===== config.mk =====
export PLATFORM = sky130hd
export DESIGN_NAME = binary_min_heap_queue_core
export DESIGN_NICKNAME = d
export VERILOG_FILES = /design/src/rtl/bmhq_pkg.sv /design/src/rtl/binary_min_heap_queue_core.sv /design/src/rtl/bmhq_cell.sv
export VERILOG_INCLUDE_DIRS = /design/src /design/src/rtl
export SDC_FILE = /design/constraint.sdc
export NUM_CORES = 2
export LEC_CHECK = 0
export ABC_CLOCK_PERIOD_IN_PS = 6000
export BUFFER_PORTS_ARGS = -buffer_cell sky130_fd_sc_hd__buf_2
export CAP_MARGIN = 20
export CORE_MARGIN = 2
export CORE_UTILIZATION = 45
export DETAILED_ROUTE_END_ITERATION = 7
export SLEW_MARGIN = 20
export SYNTH_ARGS = -nofsm -noshare
export SYNTH_HDL_FRONTEND = slang
export SYNTH_HIERARCHICAL = 1
export SYNTH_SLANG_ARGS = --single-unit

===== constraint.sdc =====
create_clock -name clk -period 6 [get_ports clk]
set_input_delay 1.5 -clock clk [delete_from_list [all_inputs] [get_ports clk]]
set_output_delay 1.5 -clock clk [all_outputs]
set_load 0.01 [all_outputs]

===== src/rtl/binary_min_heap_queue_core_defines.svh =====
// Assertion macros shared by the priority queue RTL.
`ifndef BINARY_MIN_HEAP_QUEUE_CORE_DEFINES_SVH
`define BINARY_MIN_HEAP_QUEUE_CORE_DEFINES_SVH

// Checked on every rising edge, reset included.
`define BMHQ_ASSERT(lbl, prop, msg) \
  lbl: assert property (@(posedge clk) prop) else $error(msg);

// Checked on every rising edge outside reset.
`define BMHQ_ASSERT_RUN(lbl, prop, msg) \
  lbl: assert property (@(posedge clk) disable iff (rst) prop) else $error(msg);

`endif


===== src/rtl/bmhq_pkg.sv =====
// Types and constants of the priority queue.
package bmhq_pkg;

  localparam int KEY_W = 32;
  localparam int CAP_W = 6;

  // Reset value of the capacity register.
  localparam logic [CAP_W-1:0] CAP_RESET = 6'd20;

  // Command codes.
  localparam logic CMD_INSERT  = 1'b0;
  localparam logic CMD_EXTRACT = 1'b1;

  // Status codes.
  localparam logic [1:0] ST_OK    = 2'd0;
  localparam logic [1:0] ST_FULL  = 2'd1;
  localparam logic [1:0] ST_EMPTY = 2'd2;

  // Operation broadcast to every cell.
  typedef enum logic [1:0] {
    OP_HOLD    = 2'd0,
    OP_INSERT  = 2'd1,
    OP_EXTRACT = 2'd2
  } cell_op_t;

  typedef struct packed {
    cell_op_t                 op;
    logic signed [KEY_W-1:0]  key;
  } cell_ctrl_t;

endpackage


===== src/rtl/binary_min_heap_queue_core.sv =====
// Top level of the priority queue: a sorted chain of key cells with a fill counter.
//
//  Channel   Ports                                        Transfer
//  command   start, busy, command, key_value              start && !busy
//  result    done, min_value, status, element_count       done (one cycle, no stall)
//  config    capacity_we, capacity_limit                  capacity_we
//
// Each result shows on the cycle after its transfer, so a new item may follow
// in every cycle. Each cell of the chain makes one 32-bit compare per item and
// takes a key from a neighbor or the new key, or keeps its own.
// busy is high only during reset; reset empties the queue and sets the capacity to 20.
// The receiver cannot stall, so results are never held.
`include "binary_min_heap_queue_core_defines.svh"

module binary_min_heap_queue_core #(
  parameter int DEPTH = 32
) (
  input  logic                                   clk,
  input  logic                                   rst,
  input  logic                                   start,
  output logic                                   busy,
  input  logic                                   command,
  input  logic signed [bmhq_pkg::KEY_W-1:0]      key_value,
  input  logic                                   capacity_we,
  input  logic [bmhq_pkg::CAP_W-1:0]             capacity_limit,
  output logic                                   done,
  output logic signed [bmhq_pkg::KEY_W-1:0]      min_value,
  output logic [1:0]                             status,
  output logic [$clog2(DEPTH+1)-1:0]             element_count
);

  localparam int CW    = $clog2(DEPTH + 1);
  localparam int CMP_W = ((CW > bmhq_pkg::CAP_W) ? CW : bmhq_pkg::CAP_W) + 1;

  logic [bmhq_pkg::CAP_W-1:0]         cap_limit;
  logic [CW-1:0]                      count;
  logic [CW-1:0]                      count_next;
  logic                               accept;
  logic                               full;
  logic                               empty;
  logic [CMP_W-1:0]                   cap_ext;
  logic [CMP_W-1:0]                   eff_cap;
  bmhq_pkg::cell_ctrl_t               ctrl;
  logic [DEPTH-1:0]                   occ;
  logic [DEPTH-1:0]                   gts;
  logic signed [bmhq_pkg::KEY_W-1:0]  vals [DEPTH];

  assign busy   = rst;
  assign accept = start && !busy;

  // Capacity register.
  always_ff @(posedge clk) begin
    if (rst) begin
      cap_limit <= bmhq_pkg::CAP_RESET;
    end else if (capacity_we) begin
      cap_limit <= capacity_limit;
    end
  end

  // Capacity saturates at the chain length.
  assign cap_ext = CMP_W'(cap_limit);
  assign eff_cap = (cap_ext > CMP_W'(DEPTH)) ? CMP_W'(DEPTH) : cap_ext;
  assign full    = (CMP_W'(count) >= eff_cap);
  assign empty   = (count == '0);

  // Operation for the chain and the new fill count.
  always_comb begin
    ctrl.key   = key_value;
    ctrl.op    = bmhq_pkg::OP_HOLD;
    count_next = count;
    if (accept) begin
      if (command == bmhq_pkg::CMD_INSERT) begin
        if (!full) begin
          ctrl.op    = bmhq_pkg::OP_INSERT;
          count_next = count + CW'(1);
        end
      end else begin
        if (!empty) begin
          ctrl.op    = bmhq_pkg::OP_EXTRACT;
          count_next = count - CW'(1);
        end
      end
    end
  end

  always_ff @(posedge clk) begin
    if (rst) begin
      count <= '0;
    end else begin
      count <= count_next;
    end
  end

  // Chain of cells; the leftmost holds the smallest key.
  for (genvar i = 0; i < DEPTH; i++) begin : g_cell
    logic signed [bmhq_pkg::KEY_W-1:0] left_val;
    logic                              left_gt;
    logic signed [bmhq_pkg::KEY_W-1:0] right_val;

    assign occ[i] = (count > CW'(i));

    if (i == 0) begin : g_first
      assign left_val = '0;
      assign left_gt  = 1'b0;
    end else begin : g_inner
      assign left_val = vals[i-1];
      assign left_gt  = gts[i-1];
    end

    if (i == DEPTH - 1) begin : g_last
      assign right_val = '0;
    end else begin : g_body
      assign right_val = vals[i+1];
    end

    bmhq_cell u_cell (
      .clk       (clk),
      .ctrl      (ctrl),
      .occ       (occ[i]),
      .left_val  (left_val),
      .left_gt   (left_gt),
      .right_val (right_val),
      .val       (vals[i]),
      .gt        (gts[i])
    );
  end

  // Result strobe.
  always_ff @(posedge clk) begin
    if (rst) begin
      done <= 1'b0;
    end else begin
      done <= accept;
    end
  end

  // Result payload.
  always_ff @(posedge clk) begin
    if (accept) begin
      element_count <= count_next;
      min_value     <= '0;
      status        <= bmhq_pkg::ST_OK;
      if (command == bmhq_pkg::CMD_INSERT) begin
        if (full) begin
          status <= bmhq_pkg::ST_FULL;
        end
      end else begin
        if (empty) begin
          status <= bmhq_pkg::ST_EMPTY;
        end else begin
          min_value <= vals[0];
        end
      end
    end
  end

  // The fill count never passes the chain length.
  `BMHQ_ASSERT_RUN(a_count_bound, count <= CW'(DEPTH), "fill count exceeds depth")

  // Every transfer gives a result on the next cycle.
  `BMHQ_ASSERT(a_result_follows, accept |=> done, "missing result after transfer")

  // A reported count matches the queue's fill.
  `BMHQ_ASSERT_RUN(a_count_match, done |-> element_count == count, "count mismatch")

  // An error leaves the fill count unchanged.
  `BMHQ_ASSERT_RUN(a_error_holds, accept && ctrl.op == bmhq_pkg::OP_HOLD |=> $stable(count),
                   "fill changed on error")

  // Held keys stay in ascending order along the chain.
  for (genvar j = 1; j < DEPTH; j++) begin : g_order
    `BMHQ_ASSERT_RUN(a_sorted, occ[j] |-> !(vals[j] < vals[j-1]), "chain out of order")
  end

endmodule


===== src/rtl/bmhq_cell.sv =====
// One slot of the sorted key chain.
module bmhq_cell (
  input  logic                             clk,
  input  bmhq_pkg::cell_ctrl_t             ctrl,
  input  logic                             occ,
  input  logic signed [bmhq_pkg::KEY_W-1:0] left_val,
  input  logic                             left_gt,
  input  logic signed [bmhq_pkg::KEY_W-1:0] right_val,
  output logic signed [bmhq_pkg::KEY_W-1:0] val,
  output logic                             gt
);

  logic signed [bmhq_pkg::KEY_W-1:0] val_next;

  // The new key belongs at or before this slot when the slot is free or holds a larger key.
  assign gt = !occ || (ctrl.key < val);

  // Insert shifts larger keys one slot right; extract shifts every key one slot left.
  always_comb begin
    val_next = val;
    unique case (ctrl.op)
      bmhq_pkg::OP_INSERT: begin
        if (left_gt) begin
          val_next = left_val;
        end else if (gt) begin
          val_next = ctrl.key;
        end
      end
      bmhq_pkg::OP_EXTRACT: begin
        val_next = right_val;
      end
      bmhq_pkg::OP_HOLD: begin
        val_next = val;
      end
      default: begin
        val_next = val;
      end
    endcase
  end

  always_ff @(posedge clk) begin
    val <= val_next;
  end

endmodule

==> metrics.txt <==
share of cells above drive strength 1 under 10%; crit-path leading delay family buffers and inverters; Arrival @ worst endpoint 5.50 ns; post_cts resized 0; Worst path depth 14; post-CTS setup buffers 0; outcome finished, final reports clean; Setup TNS Final 0 ns; synth warn 6; WHS slightly above 0.5 ns; Clk Latency, worst-skew pair between 0.7 and 0.8 ns; GRT Residual Overflow 0; worst reg2reg path depth 11; FF-to-FF Start count[1]$_SDFF_PP0_; Num CTS Buffers approximately 140; Worst path most repeated cell buf_4; period utilization a little over four fifths; hold buffers post-CTS 0; Syn Area/Cell 9.78 µm²; vias between 60000 and 70000; Die ar. ~190000 µm²; crit-path max cell delay 0.51 ns; Peak supply drop 0.326 mV; CTS Root Cell clkbuf_16; DR pass1 iterations 6; Slew Viols, Final 0; Critical Path Start key_value[6]; crit path to g_cell[22].u_cell/val[3]$_DFFE_PP_; vias in the first global route 64000; Area Growth Syn to Fin 11.3%; first-pass GRT wire length slightly below 400 mm; Post-Syn Instances ~8500; Worst slew margin between 20 and 25%; largest net degree at the start of global routing 66; Buf/Inv on CP 4; Area after DPL 88000 µm²; Site Rows ~160; GRT Util Overall a little over a quarter; Routed WL between 200 and 250 mm; chip height around 430 µm; max frequency 197 MHz; worst slew pin tran about 1.2 ns; post-route ant nets 0; Num Clock Sinks around 1100; Final Wtd Congestion 0.873; CP max-delay cell buf_4; Max Root-Sink Buffers 3; CP required ~6.4 ns; Worst Skew 0.0285 ns; Ports 85; Leak Pwr between 40 and 50 nW; setup violators final 0; Max FO, Critical Path 36; CORE AREA around 180000 µm²; Die W around 430 µm; initial antenna violation count 5; Mapped Area roughly 83000 µm²; CTS tree built; critical path class in -> reg; DP Wirelength 190 mm; Final #Nets ~10000; fin area 92200 µm²; Hold Path Class reg -> reg; CTS clock-pin slew for the worst setup and hold paths 0.06 ns; Fin. Hold Viols 0; H-tree Lvls 4; Inserted Diodes 0; CP endpoint kind flip-flop; minimum clock period between 5 and 6 ns; effective utilization at floorplan around 45%; P per Cell Area approximately 240 nW/µm²; Reg-to-Reg End g_cell[25].u_cell/val[24]$_DFFE_PP_; Via density 5.71; final routed DRC violation total 0; RSZ-0062 raised after global routing false; WL/cell 22.2 µm; reg2reg setup slack approximately 1.4 ns; max_cap viols 0; Iter 0 DRT Violations slightly below 6000; dpl ws between 0.1 and 0.15 ns; total power draw roughly 23 mW; Worst setup SP type primary input; critical path, cell by cell buf_4 > buf_4 > ha_1 > a21o_1 > a211oi_1 > o21ai_1 > a2111o_1 > a21oi_4 > xor2_1 > nand2_2 > buf_4 > nor3_1 > a311oi_4 > buf_4; setup ws final between 0.9 and 1 ns; Port-buffer cells 84
per-stage QoR:
stage	utilization, %	cells
after floorplan	-	8538
after global placement	48.1	11000
after detailed placement	48.1	11000
after CTS	50.3	11300
after global routing	50.3	11300
final	50.3	11300
how the worst min path moves through the flow:
stage / startpoint / end / slack, ns / cells past startpoint
final: cap_limit[0]$_SDFFE_PP0P_ / cap_limit[0]$_SDFFE_PP0P_ / 0.51 / 2
after detailed placement: cap_limit[0]$_SDFFE_PP0P_ / cap_limit[0]$_SDFFE_PP0P_ / 0.49 / 2
after floorplan: cap_limit[0]$_SDFFE_PP0P_ / cap_limit[0]$_SDFFE_PP0P_ / 0.45 / 2
after global placement: cap_limit[0]$_SDFFE_PP0P_ / cap_limit[0]$_SDFFE_PP0P_ / 0.49 / 2
after global routing: cap_limit[0]$_SDFFE_PP0P_ / cap_limit[0]$_SDFFE_PP0P_ / 0.56 / 2
after CTS: cap_limit[0]$_SDFFE_PP0P_ / cap_limit[0]$_SDFFE_PP0P_ / 0.50 / 2
layer usage:
layer  track usage [%]  vias up  share of wire (%)
met2              40.9     1979                 44
li1                  -    30700                  -
met3              3.39      384                6.0
met4              9.52        2                3.6
met1              37.5    31200                 46
met5                 0        -             0.0028
tightest hold or removal path, cell delays in order, from the launching register on:
cell     delay (ns)
dfxtp_1        0.33
mux2i_1        0.07
nor2_1         0.08
layout by cell type, fill, tap and decap left out, types with 65 or more instances in the layout:
| master | instances |
|---|---|
| inv_1 | 1001 |
| a21oi_1 | 356 |
| clkbuf_16 | 139 |
| a21o_1 | 70 |
| conb_1 | 65 |
| nor2_1 | 145 |
| o21ai_0 | 812 |
| ha_1 | 1002 |
| edfxtp_1 | 1064 |
| o21ai_1 | 388 |
| buf_4 | 296 |
| mux2i_1 | 1030 |
| nand2_1 | 1267 |
| nand3_1 | 98 |
registers in the layout, indices dropped and copies added, names as in the netlist:
name,cells
count,6
min_value,32
cap_limit,6
status,2
done,1
g_cell.u_cell/val,1024
element_count,6
report_power, final:
part | switching, mW | internal, mW
clock | 3.35 | 4.56
combinational | 2.95 | 1.88
sequential | 0.598 | 9.18
layout make-up:
| class | instances | area, µm² |
|---|---|---|
| multi-input cells | 6089 | 45900 |
| well taps | 2464 | 3080 |
| clock inverters | 61 | 512 |
| inverters | 1004 | 3770 |
| fillers | 16900 | 90900 |
| clock buffers | 178 | 3640 |
| repair buffers | 378 | 3070 |
| flip-flops and latches | 1077 | 32200 |
Note: power is estimated with default switching activity, not from simulation.
